File: src/design/memory_lcd_line_framer_macros.svh
// Assertion macros used by the line framer top-level design file.
`ifndef MEMORY_LCD_LINE_FRAMER_MACROS_SVH
`define MEMORY_LCD_LINE_FRAMER_MACROS_SVH

// Checks that the consequent holds in the same cycle as the antecedent.
`define LCDLF_ASSERT_NOW(label, ante, cons, msg) \
   label: assert property (@(posedge clock) disable iff (reset) (ante) |-> (cons)) \
      else $error(msg);

// Checks that the consequent holds in the cycle after the antecedent.
`define LCDLF_ASSERT_NEXT(label, ante, cons, msg) \
   label: assert property (@(posedge clock) disable iff (reset) (ante) |=> (cons)) \
      else $error(msg);

`endif

File: src/design/lcdlf_pkg.sv
// Types, constants and helper functions of the memory LCD line framer.
package lcdlf_pkg;

   localparam int LINE_BYTES_DEFAULT = 12;

   localparam logic [7:0] BYTE_WRITE_LINE = 8'h80;
   localparam logic [7:0] BYTE_VCOM       = 8'h40;
   localparam logic [7:0] BYTE_CLEAR      = 8'h20;
   localparam logic [7:0] BYTE_PAD        = 8'h00;
   localparam logic [7:0] BYTE_WHITE      = 8'hFF;
   localparam logic [7:0] BYTE_BLACK      = 8'h00;
   localparam logic [7:0] BIT_FIRST_PIXEL = 8'h80;

   typedef enum logic [2:0] {
      CMD_PIXEL = 3'd0,
      CMD_WRITE = 3'd1,
      CMD_COPY  = 3'd2,
      CMD_FILL  = 3'd3,
      CMD_SEND  = 3'd4,
      CMD_CLEAR = 3'd5,
      CMD_VCOM  = 3'd6
   } cmd_type;

   typedef enum logic [2:0] {
      ST_IDLE,
      ST_HEAD,
      ST_DATA,
      ST_PAD,
      ST_CLOSE,
      ST_TAIL,
      ST_MODIFY
   } state_type;

   typedef struct packed {
      logic rd_en;
      logic wr_en;
      logic fill_en;
      logic fill_white;
   } mem_ctl_type;

   function automatic logic [7:0] reverse_byte(input logic [7:0] value);
      logic [7:0] result;
      for (int i = 0; i < 8; i++) begin
         result[i] = value[7 - i];
      end
      return result;
   endfunction

endpackage

File: src/design/lcdlf_line_mem.sv
// Line buffer memory with per-byte valid bits and a common fill value.
module lcdlf_line_mem #(
   parameter int LineBytes = lcdlf_pkg::LINE_BYTES_DEFAULT,
   parameter int AddrWidth = 4
) (
   input  logic                      clock,
   input  logic                      reset,
   input  lcdlf_pkg::mem_ctl_type    ctl,
   input  logic [AddrWidth-1:0]      rd_addr,
   input  logic [AddrWidth-1:0]      wr_addr,
   input  logic [7:0]                wr_data,
   output logic [7:0]                rd_byte
);
   import lcdlf_pkg::*;

   logic [7:0]           line_mem [LineBytes];
   logic [LineBytes-1:0] valid_ff;
   logic [LineBytes-1:0] valid_in;
   logic [7:0]           fill_ff;
   logic [7:0]           fill_in;
   logic [7:0]           rd_data_ff;
   logic                 rd_valid_ff;

   always_ff @(posedge clock) begin
      if (ctl.wr_en) begin
         line_mem[wr_addr] <= wr_data;
      end
      if (ctl.rd_en) begin
         rd_data_ff  <= line_mem[rd_addr];
         rd_valid_ff <= valid_ff[rd_addr];
      end
   end

   always_comb begin
      valid_in = valid_ff;
      fill_in  = fill_ff;
      if (ctl.fill_en) begin
         valid_in = '0;
         fill_in  = ctl.fill_white ? BYTE_WHITE : BYTE_BLACK;
      end else if (ctl.wr_en) begin
         valid_in[wr_addr] = 1'b1;
      end
   end

   always_ff @(posedge clock) begin
      if (reset) begin
         valid_ff <= '0;
         fill_ff  <= BYTE_WHITE;
      end else begin
         valid_ff <= valid_in;
         fill_ff  <= fill_in;
      end
   end

   assign rd_byte = rd_valid_ff ? rd_data_ff : fill_ff;

endmodule

File: src/design/memory_lcd_line_framer.sv
// Top level of the memory LCD line framer: command sequencer and output word register.
//
//   Channel   Handshake             Ports
//   request   start high, busy low  req_cmd .. req_close_frame
//   response  rsp_strobe, one cycle rsp_spi_byte, rsp_select_end, rsp_last
//
// A line send produces LineBytes + 2 to LineBytes + 4 output words, one word per cycle;
// the buffer is read one byte ahead through the memory's registered read port.
// Pixel and copy edits read the byte, then modify and write it back in ST_MODIFY; byte
// writes and fills act at once. Clear display and VCOM toggle send a word, then a tail word.
// Reset is synchronous; the buffer reads as white afterwards with no clearing pass.
// Words appear in the cycle after they are produced and cannot be stalled.
module memory_lcd_line_framer #(
   parameter int LineBytes = lcdlf_pkg::LINE_BYTES_DEFAULT
) (
   input  logic       clock,
   input  logic       reset,
   input  logic       start,
   output logic       busy,
   input  logic [2:0] req_cmd,
   input  logic [8:0] req_pixel_index,
   input  logic       req_white,
   input  logic [5:0] req_byte_index,
   input  logic [5:0] req_source_index,
   input  logic [7:0] req_byte_value,
   input  logic [7:0] req_line_address,
   input  logic       req_open_frame,
   input  logic       req_close_frame,
   output logic       rsp_strobe,
   output logic [7:0] rsp_spi_byte,
   output logic       rsp_select_end,
   output logic       rsp_last
);
   import lcdlf_pkg::*;

   `include "memory_lcd_line_framer_macros.svh"

   localparam int AddrWidth  = (LineBytes > 1) ? $clog2(LineBytes) : 1;
   localparam int PixelCount = LineBytes * 8;
   localparam logic [AddrWidth-1:0] LastAddr = AddrWidth'(LineBytes - 1);

   state_type            state_ff, state_in;
   logic                 copy_ff, copy_in;
   logic                 white_ff, white_in;
   logic [2:0]           bit_ff, bit_in;
   logic [AddrWidth-1:0] wr_addr_ff, wr_addr_in;
   logic [7:0]           line_addr_ff, line_addr_in;
   logic                 close_ff, close_in;
   logic [AddrWidth-1:0] idx_ff, idx_in;
   logic                 vcom_ff, vcom_in;
   logic                 rsp_strobe_ff, rsp_strobe_in;
   logic [7:0]           rsp_byte_ff, rsp_byte_in;
   logic                 rsp_sel_ff, rsp_sel_in;
   logic                 rsp_last_ff, rsp_last_in;

   mem_ctl_type          mem_ctl;
   logic [AddrWidth-1:0] mem_rd_addr;
   logic [AddrWidth-1:0] mem_wr_addr;
   logic [7:0]           mem_wr_data;
   logic [7:0]           rd_byte;

   logic                 accept;
   cmd_type              cmd_w;
   logic                 pix_ok;
   logic                 dst_ok;
   logic                 src_ok;
   logic [8:0]           pix_off;
   logic [AddrWidth-1:0] pix_addr;
   logic [AddrWidth-1:0] dst_addr;
   logic [AddrWidth-1:0] src_addr;
   logic [7:0]           pix_mask;

   assign busy    = (state_ff != ST_IDLE);
   assign accept  = start && !busy;
   assign cmd_w   = cmd_type'(req_cmd);
   assign pix_ok  = (req_pixel_index != 9'd0) && (req_pixel_index <= 9'(PixelCount));
   assign dst_ok  = (req_byte_index != 6'd0) && (req_byte_index <= 6'(LineBytes));
   assign src_ok  = (req_source_index != 6'd0) && (req_source_index <= 6'(LineBytes));
   assign pix_off  = req_pixel_index - 9'd1;
   assign pix_addr = AddrWidth'(pix_off[8:3]);
   assign dst_addr = AddrWidth'(req_byte_index - 6'd1);
   assign src_addr = AddrWidth'(req_source_index - 6'd1);
   assign pix_mask = BIT_FIRST_PIXEL >> bit_ff;

   lcdlf_line_mem #(
      .LineBytes (LineBytes),
      .AddrWidth (AddrWidth)
   ) u_line_mem (
      .clock   (clock),
      .reset   (reset),
      .ctl     (mem_ctl),
      .rd_addr (mem_rd_addr),
      .wr_addr (mem_wr_addr),
      .wr_data (mem_wr_data),
      .rd_byte (rd_byte)
   );

   always_comb begin
      state_in = state_ff;
      unique case (state_ff)
         ST_IDLE: begin
            if (accept) begin
               unique case (cmd_w) inside
                  CMD_PIXEL: begin
                     if (pix_ok) state_in = ST_MODIFY;
                  end
                  CMD_COPY: begin
                     if (dst_ok && src_ok) state_in = ST_MODIFY;
                  end
                  CMD_SEND: begin
                     state_in = req_open_frame ? ST_HEAD : ST_DATA;
                  end
                  CMD_CLEAR, CMD_VCOM: begin
                     state_in = ST_TAIL;
                  end
                  default: begin
                     state_in = ST_IDLE;
                  end
               endcase
            end
         end
         ST_HEAD: begin
            state_in = ST_DATA;
         end
         ST_DATA: begin
            if (idx_ff == LastAddr) state_in = ST_PAD;
         end
         ST_PAD: begin
            state_in = close_ff ? ST_CLOSE : ST_IDLE;
         end
         ST_CLOSE, ST_TAIL, ST_MODIFY: begin
            state_in = ST_IDLE;
         end
         default: begin
            state_in = ST_IDLE;
         end
      endcase
   end

   always_comb begin
      copy_in       = copy_ff;
      white_in      = white_ff;
      bit_in        = bit_ff;
      wr_addr_in    = wr_addr_ff;
      line_addr_in  = line_addr_ff;
      close_in      = close_ff;
      idx_in        = idx_ff;
      vcom_in       = vcom_ff;
      rsp_strobe_in = 1'b0;
      rsp_byte_in   = BYTE_PAD;
      rsp_sel_in    = 1'b0;
      rsp_last_in   = 1'b0;
      mem_ctl       = '0;
      mem_rd_addr   = '0;
      mem_wr_addr   = wr_addr_ff;
      mem_wr_data   = BYTE_PAD;
      unique case (state_ff)
         ST_IDLE: begin
            if (accept) begin
               copy_in      = (cmd_w == CMD_COPY);
               white_in     = req_white;
               bit_in       = pix_off[2:0];
               wr_addr_in   = (cmd_w == CMD_PIXEL) ? pix_addr : dst_addr;
               line_addr_in = req_line_address;
               close_in     = req_close_frame;
               unique case (cmd_w) inside
                  CMD_PIXEL: begin
                     mem_ctl.rd_en = pix_ok;
                     mem_rd_addr   = pix_addr;
                  end
                  CMD_WRITE: begin
                     mem_ctl.wr_en = dst_ok;
                     mem_wr_addr   = dst_addr;
                     mem_wr_data   = req_byte_value;
                  end
                  CMD_COPY: begin
                     mem_ctl.rd_en = dst_ok && src_ok;
                     mem_rd_addr   = src_addr;
                  end
                  CMD_FILL: begin
                     mem_ctl.fill_en    = 1'b1;
                     mem_ctl.fill_white = req_white;
                  end
                  CMD_SEND: begin
                     rsp_strobe_in = 1'b1;
                     idx_in        = '0;
                     if (req_open_frame) begin
                        rsp_byte_in = BYTE_WRITE_LINE;
                     end else begin
                        rsp_byte_in   = reverse_byte(req_line_address);
                        mem_ctl.rd_en = 1'b1;
                     end
                  end
                  CMD_CLEAR: begin
                     rsp_strobe_in = 1'b1;
                     rsp_byte_in   = BYTE_CLEAR;
                  end
                  CMD_VCOM: begin
                     vcom_in       = !vcom_ff;
                     rsp_strobe_in = 1'b1;
                     rsp_byte_in   = vcom_ff ? BYTE_PAD : BYTE_VCOM;
                  end
                  default: begin
                     rsp_strobe_in = 1'b0;
                  end
               endcase
            end
         end
         ST_HEAD: begin
            rsp_strobe_in = 1'b1;
            rsp_byte_in   = reverse_byte(line_addr_ff);
            mem_ctl.rd_en = 1'b1;
            idx_in        = '0;
         end
         ST_DATA: begin
            rsp_strobe_in = 1'b1;
            rsp_byte_in   = rd_byte;
            if (idx_ff != LastAddr) begin
               mem_ctl.rd_en = 1'b1;
               mem_rd_addr   = idx_ff + 1'b1;
               idx_in        = idx_ff + 1'b1;
            end
         end
         ST_PAD: begin
            rsp_strobe_in = 1'b1;
            rsp_last_in   = !close_ff;
         end
         ST_CLOSE, ST_TAIL: begin
            rsp_strobe_in = 1'b1;
            rsp_sel_in    = 1'b1;
            rsp_last_in   = 1'b1;
         end
         ST_MODIFY: begin
            mem_ctl.wr_en = 1'b1;
            if (copy_ff) begin
               mem_wr_data = rd_byte;
            end else if (white_ff) begin
               mem_wr_data = rd_byte | pix_mask;
            end else begin
               mem_wr_data = rd_byte & ~pix_mask;
            end
         end
         default: begin
            rsp_strobe_in = 1'b0;
         end
      endcase
   end

   always_ff @(posedge clock) begin
      if (reset) begin
         state_ff      <= ST_IDLE;
         vcom_ff       <= 1'b1;
         rsp_strobe_ff <= 1'b0;
      end else begin
         state_ff      <= state_in;
         vcom_ff       <= vcom_in;
         rsp_strobe_ff <= rsp_strobe_in;
      end
   end

   always_ff @(posedge clock) begin
      copy_ff      <= copy_in;
      white_ff     <= white_in;
      bit_ff       <= bit_in;
      wr_addr_ff   <= wr_addr_in;
      line_addr_ff <= line_addr_in;
      close_ff     <= close_in;
      idx_ff       <= idx_in;
      rsp_byte_ff  <= rsp_byte_in;
      rsp_sel_ff   <= rsp_sel_in;
      rsp_last_ff  <= rsp_last_in;
   end

   assign rsp_strobe     = rsp_strobe_ff;
   assign rsp_spi_byte   = rsp_byte_ff;
   assign rsp_select_end = rsp_sel_ff;
   assign rsp_last       = rsp_last_ff;

   `LCDLF_ASSERT_NEXT(a_edit_silent,
      start && !busy && req_cmd != CMD_SEND && req_cmd != CMD_CLEAR && req_cmd != CMD_VCOM,
      !rsp_strobe, "buffer edit produced an output word")
   `LCDLF_ASSERT_NEXT(a_item_contiguous, rsp_strobe && !rsp_last, rsp_strobe,
      "gap between the output words of one item")
   `LCDLF_ASSERT_NOW(a_select_end_last, rsp_strobe && rsp_select_end, rsp_last,
      "select end on a word that is not the last")
   `LCDLF_ASSERT_NOW(a_busy_mid_item, rsp_strobe && !rsp_last, busy,
      "sequencer idle before the last word of an item")
   `LCDLF_ASSERT_NEXT(a_send_busy, start && !busy && req_cmd == CMD_SEND, busy,
      "line send did not occupy the sequencer")

endmodule
File: config.mk
export PLATFORM = sky130hd
export DESIGN_NAME = memory_lcd_line_framer
export DESIGN_NICKNAME = d
export VERILOG_FILES = /design/src/design/lcdlf_pkg.sv /design/src/design/lcdlf_line_mem.sv /design/src/design/memory_lcd_line_framer.sv
export VERILOG_INCLUDE_DIRS = /design/src /design/src/design
export SDC_FILE = /design/constraint.sdc
export NUM_CORES = 1
export LEC_CHECK = 0
export BUFFER_PORTS_ARGS = -buffer_cell sky130_fd_sc_hd__buf_4
export CORE_MARGIN = 2
export CORE_UTILIZATION = 60
export DETAILED_ROUTE_END_ITERATION = 16
export PLACE_DENSITY_LB_ADDON = 0.12
export SLEW_MARGIN = 20
export SYNTH_ARGS = -nofsm -noshare
export SYNTH_HDL_FRONTEND = slang
export SYNTH_SLANG_ARGS = --single-unit
File: constraint.sdc
create_clock -name clock -period 3.2 [get_ports clock]
set_input_delay 0.32 -clock clock [delete_from_list [all_inputs] [get_ports clock]]
set_output_delay 0.32 -clock clock [all_outputs]
set_load 0.01 [all_outputs]
Word-level counts from Yosys, hierarchy flattened. Memory sizes are Yosys's and may differ from the RTL's. A register that Yosys moved wholly into a read port is not among the register bits. Index checks and enable logic that the tools add are counted.

Reductions and logical operators: 25. Multiplexer cells: 52. Magnitude comparators: 6. Shift-type cells: 1. Add/sub/neg operators: 4. Equal/unequal tests: 20. Bitwise logic cells: 4.

Operator list (count): $mux W8 (8); $pmux W8 S3 (2); $mux W4 (10); $pmux W3 S4 (2); $eq A3 B3 Y1 const B (6); $pmux W4 S2 (2); $pmux W8 S2 (1); $mux W3 (5); $eq A3 B2 Y1 const B (4); $le A6 B4 Y1 const B (2); $or A12 B12 Y12 (1); $pmux W4 S3 (1); $reduce_bool A6 Y1 (2); $lt A4 B5 Y1 const B (2); $mux W1 (10); $le A9 B7 Y1 const B (1); $reduce_bool A9 Y1 (1); $and A8 B8 Y8 (1); $ne A2 B2 Y1 const B (4); $not A8 Y8 (1); $or A8 B8 Y8 (1); $reduce_and A4 Y1 (2); $shr A8 B3 Y8 const A (1); $sub A4 B1 Y4 const B (2); 22 further kinds (40).

Register bits: 58. Logic and storage cells: 129. Output and inout port bits: 12. Bits in writable memories: 96. Memories kept: 1. Bits of input ports: 46.

Memory list: u_line_mem.line_mem (depth 12, width 8, read ports 1, clocked after Yosys merged registers in 1, wr ports 1, RTL line lcdlf_line_mem.sv:16) `logic [7:0] line_mem [LineBytes];`.

Logic depth before layout (Yosys ltp).
Depth after elaboration: 10. Depth in mapped cells: 10. Depth with buffers taken out: 8.

Hierarchy. From an unflattened synthesis, not the netlist that was laid out.

Cells, all modules: 512. Area, all modules: 6960.4 um^2.

By module, submodules not included: lcdlf_line_mem (cells each 267, sequential area each 3413.3 um^2, area an instance 4712.0 um^2, times used 1); memory_lcd_line_framer (cells each 245, sequential area each 960.9 um^2, area an instance 2248.4 um^2, times used 1).

Worst setup path after synthesis. Ideal clock, no wire load.

Kind: register -> register. Start: register state_ff[2]. End: memory u_line_mem.line_mem[11][0], enable pin. Path buffers: 2. Path slack: 0.369 ns. Stages on the path, launching flop included: 8. Data required time: 2.826 ns. Period minus slack after synthesis: 2.831 ns. Library setup time: 0.374 ns. Data arrival time: 2.458 ns. Cells stage by stage: dfxtp_1 -> buf_6 -> or4b_1 -> buf_2 -> or4b_1 -> o32ai_2 -> nand2b_1 -> nor2_1.

Longest elaborated chain between the ends: 7. Elaborated cells between the ends (all ways): 11. Those cells by class: eq/ne (1); mux (6); reduce/logical (4).

RTL lines: start: declaration (RTL line memory_lcd_line_framer.sv:42) `state_type state_ff, state_in;`; start signal: assignment (RTL line memory_lcd_line_framer.sv:255) `state_ff <= state_in;`; $reduce_bool A3 Y1 (RTL line memory_lcd_line_framer.sv:73) `assign busy = (state_ff != ST_IDLE);`; $logic_not A1 Y1 (RTL line memory_lcd_line_framer.sv:74) `assign accept = start && !busy;`; $logic_and A1 B1 Y1 (RTL line memory_lcd_line_framer.sv:74); $mux W4 (RTL line memory_lcd_line_framer.sv:159) `if (accept) begin`; $pmux W1 S2 (RTL line memory_lcd_line_framer.sv:157) `unique case (state_ff)`; $mux W1 (RTL line lcdlf_line_mem.sv:25) `if (ctl.wr_en) begin`; $mux W1 (implied by the code) (RTL line lcdlf_line_mem.sv:26) `line_mem[wr_addr] <= wr_data;`; end: declaration (RTL line lcdlf_line_mem.sv:16).

Several ways; a longest one is shown, not always the timed one.

Worst setup path after layout.
Start: register state_ff[1]. End: register u_line_mem.rd_valid_ff (data pin).

Longest elaborated chain between the ends: 7. Elaborated cells between the ends (all ways): 9. Those cells by class: eq/ne (1); mux (4); reduce/logical (4).

RTL lines: $reduce_bool A3 Y1 (RTL line memory_lcd_line_framer.sv:73); $logic_not A1 Y1 (RTL line memory_lcd_line_framer.sv:74); $logic_and A1 B1 Y1 (RTL line memory_lcd_line_framer.sv:74); $mux W4 (RTL line memory_lcd_line_framer.sv:159); $pmux W4 S2 * (RTL line memory_lcd_line_framer.sv:157); $bmux W1 S4 * (RTL line lcdlf_line_mem.sv:30) `rd_valid_ff <= valid_ff[rd_addr];`; $mux W1 (implied by the code) * (RTL line lcdlf_line_mem.sv:30); end signal: assignment (RTL line lcdlf_line_mem.sv:30); end: declaration (RTL line lcdlf_line_mem.sv:22) `logic rd_valid_ff;`.

Every way passes the cells marked *; elsewhere a longest branch is shown, timed or not. The select of a mux whose other input is x is not followed. A chain may end at the register's enable or synchronous reset.

==> flow_summary.json <==
{
  "outcome": "finished clean",
  "grt_overflow_total": 0,
  "drive_gt1_share_pct": 21.91,
  "worstSetupPathType": "reg -> reg",
  "core_mm2": 0.01196,
  "rsz0062_at_grt": "false",
  "hold_violations": 0,
  "synth-edff-count": 127,
  "multiInputGateArea_mm2": 0.002658,
  "ant_nets": 0,
  "drc": 0,
  "worstPathRequired_ns": 3.35,
  "place_congestion": 0.8891,
  "avgSynthCellArea_um2": 11.81,
  "fin_crit_ns": 2.950,
  "clkLatencyLatePin_ns": 0.43,
  "tritoncts": "built",
  "synth_top_area_share_pct": 52.26,
  "async_reset_ff_share_pct": 0,
  "rows": 40,
  "layout.nets": 750,
  "cts_buffers": 17,
  "syn_to_final_growth_pct": 19.14,
  "worst_pin_slew_ns": 0.9604,
  "synth_most_common_cell": "edfxtp_1",
  "synthCells": 618,
  "timing.final.crit_share_pct": 92.18,
  "setup_viol": 0,
  "synth-seq-area-share_pct": 59.95,
  "ioPinCount": 58,
  "syn-num-nets": 669,
  "cts.clk_slew.worst_paths_ns": 0.06,
  "cts.repair.resized": 0,
  "die_area_mm2": 0.01306,
  "drt_iter0_drc": 572,
  "first_pass_iters": 5,
  "endpoint_kind": "flip-flop",
  "power_per_cell_area_mw_per_mm2": 568.7,
  "register_area_mm2": 0.004374,
  "worst_ep_arrival_time_ns": 3.10,
  "die_h_um": 114.3,
  "yosys_warnings": 0,
  "power_leakage_uw": 0.003166,
  "path_max_fanout": 20,
  "slew_headroom_pct": 35.98,
  "grt_pass1_vias": 5291,
  "cts_setup_buffers": 0,
  "clk_path_buf_depth": 2,
  "drt-total-wl_mm": 18.00,
  "port_buffers": 57,
  "final_util_pct": 72.68,
  "synth_ff_type": "edfxtp_1",
  "synth_area_mm2": 0.007297,
  "final.setup.tns_ns": 0,
  "finClkSkew_ns": 0.008347,
  "fp.dieW_um": 114.3,
  "track_usage_pct": 29.17,
  "synth_common_cells": "edfxtp_1, nand2_1, nor2_1, inv_1, dfxtp_1",
  "cts_sinks": 155,
  "detailroute.via_count": 5528,
  "grt_max_degree": 51,
  "synth_cell_types": 70,
  "holdCritPathClass": "in -> reg",
  "vias_per_cell": 6.435,
  "cap_violations": 0,
  "dp_hpwl_mm": 12.42,
  "holdBufCountCts": 0,
  "max_freq_mhz": 339.0,
  "fillers": 840,
  "synth_largest_area_cell": "edfxtp_1",
  "ys_ff_latch": 155,
  "htreeDepth": 4,
  "peakVddDrop_mv": 0.4064,
  "grt_pass1_wl_mm": 28.15,
  "n_antenna_cell": 0,
  "whs_ns": 0.07505,
  "synthTopCellsByArea": "edfxtp_1, dfxtp_1, nand2_1",
  "initial_utilization_pct": 61.00,
  "maxSlewViolCount": 0,
  "grt_antenna_before_repair": 0,
  "cts_root_buf": "clkbuf_16",
  "worstSetupStartpointType": "flip-flop",
  "route.detailed.wl_per_inst_um": 20.95
}
-- metrics by stage --
stage | power [uW] | std cells | instance area, um2 | worst slack, ns
after floorplan | 2705 | 618 | 7297 | 0.3688
after global placement | 2932 | 827 | 8097 | 0.2302
after detailed placement | 2946 | 827 | 8097 | 0.2036
after CTS | 4947 | 859 | 8693 | 0.2864
after global routing | 5094 | 859 | 8693 | 0.1373
final | 4944 | 859 | 8693 | 0.2503
-- placed cells by master, fill, tap and decap left out, types with 4 or more instances in the layout --
cell type and n:
nor3b_1 6, a221o_1 10, nor2b_1 7, a21oi_1 14, or3_1 4, edfxtp_1 127, dfxtp_1 28, a31oi_1 5
o311ai_1 5, nand2b_1 12, a211oi_1 8, mux2i_1 15, mux2_2 12, buf_4 97, nor2_1 40, nand3_1 22
clkbuf_16 17, o2111ai_1 24, o21ai_0 12, xor2_1 4, nor4_1 5, ha_1 5, nand4_1 6, clkinvlp_4 4
o211ai_1 4, nand2_1 61, and2_1 14, inv_1 30, and3_1 8, nor3_1 20, o21a_1 14
-- routing by layer --
metal / wire length [um] / track usage (%) / up-vias / share of wire [%]
met5: 0 / 0 / - / 0
li1: - / - / 2518 / -
met2: 8216 / 44.05 / 272 / 46
met4: 453 / 11.87 / 0 / 2.5
met3: 1485 / 7.094 / 42 / 8.3
met1: 7844 / 40.94 / 2696 / 44
-- cell type report --
type | instances | share of cell area, %
Clock buffer | 21 | 5.181
Clock inverter | 11 | 1.684
Inverter | 30 | 1.295
Multi-Input combinational cell | 396 | 30.57
Sequential cell | 155 | 50.32
Tap cell | 147 | 2.116
Timing Repair Buffer | 99 | 8.837
-- path summary, 6_finish.rpt --
check,from,to,slack [ns],cells past startpoint
setup / recovery,state_ff[1],u_line_mem.rd_valid_ff,0.25,9
hold / removal,req_close_frame,close_ff,0.08,1
hold reg to reg,u_line_mem.valid_ff[0],u_line_mem.valid_ff[0],0.47,1
setup reg to reg,state_ff[1],u_line_mem.rd_valid_ff,0.25,9
-- power by group --
group / total (uW) / internal (uW) / switching, uW
Sequential: 2310 / 2260 / 44.2
Combinational: 607 / 251 / 357
Clock: 2030 / 1250 / 785
Total: 4940 / 3760 / 1190
-- registers in the layout (all words and copies together) (netlist names), 3 cells and up --
register and count:
u_line_mem.line_mem 96, u_line_mem.valid_ff 12, line_addr_ff 8, rsp_spi_byte 8, u_line_mem.rd_data_ff 8, idx_ff 4
wr_addr_ff 4, bit_ff 3, state_ff 3
-- logic make-up after synthesis --
| kind of cell | Yosys count | share of synthesized area (%) |
|---|---|---|
| adder cells (fa/ha/maj) | 5 | 0.8573 |
| AO/OA/AOI/OAI | 132 | 14.46 |
| AND/OR/NAND/NOR | 223 | 15.64 |
| multiplexers | 29 | 4.252 |
| XOR/XNOR | 7 | 0.8402 |
| flip-flops | 155 | 59.95 |
| buffers and inverters | 67 | 4.012 |
-- critical path, cell delays in order, from the launching register on --
cell	delay [ns]
dfxtp_1	0.33
buf_4	0.19
or3b_2	0.55
nor3_2	0.29
buf_4	0.32
a21o_1	0.17
buf_4	0.28
mux2i_1	0.21
mux2_2	0.19
o221ai_1	0.13
(Power assumes the default switching activity.)
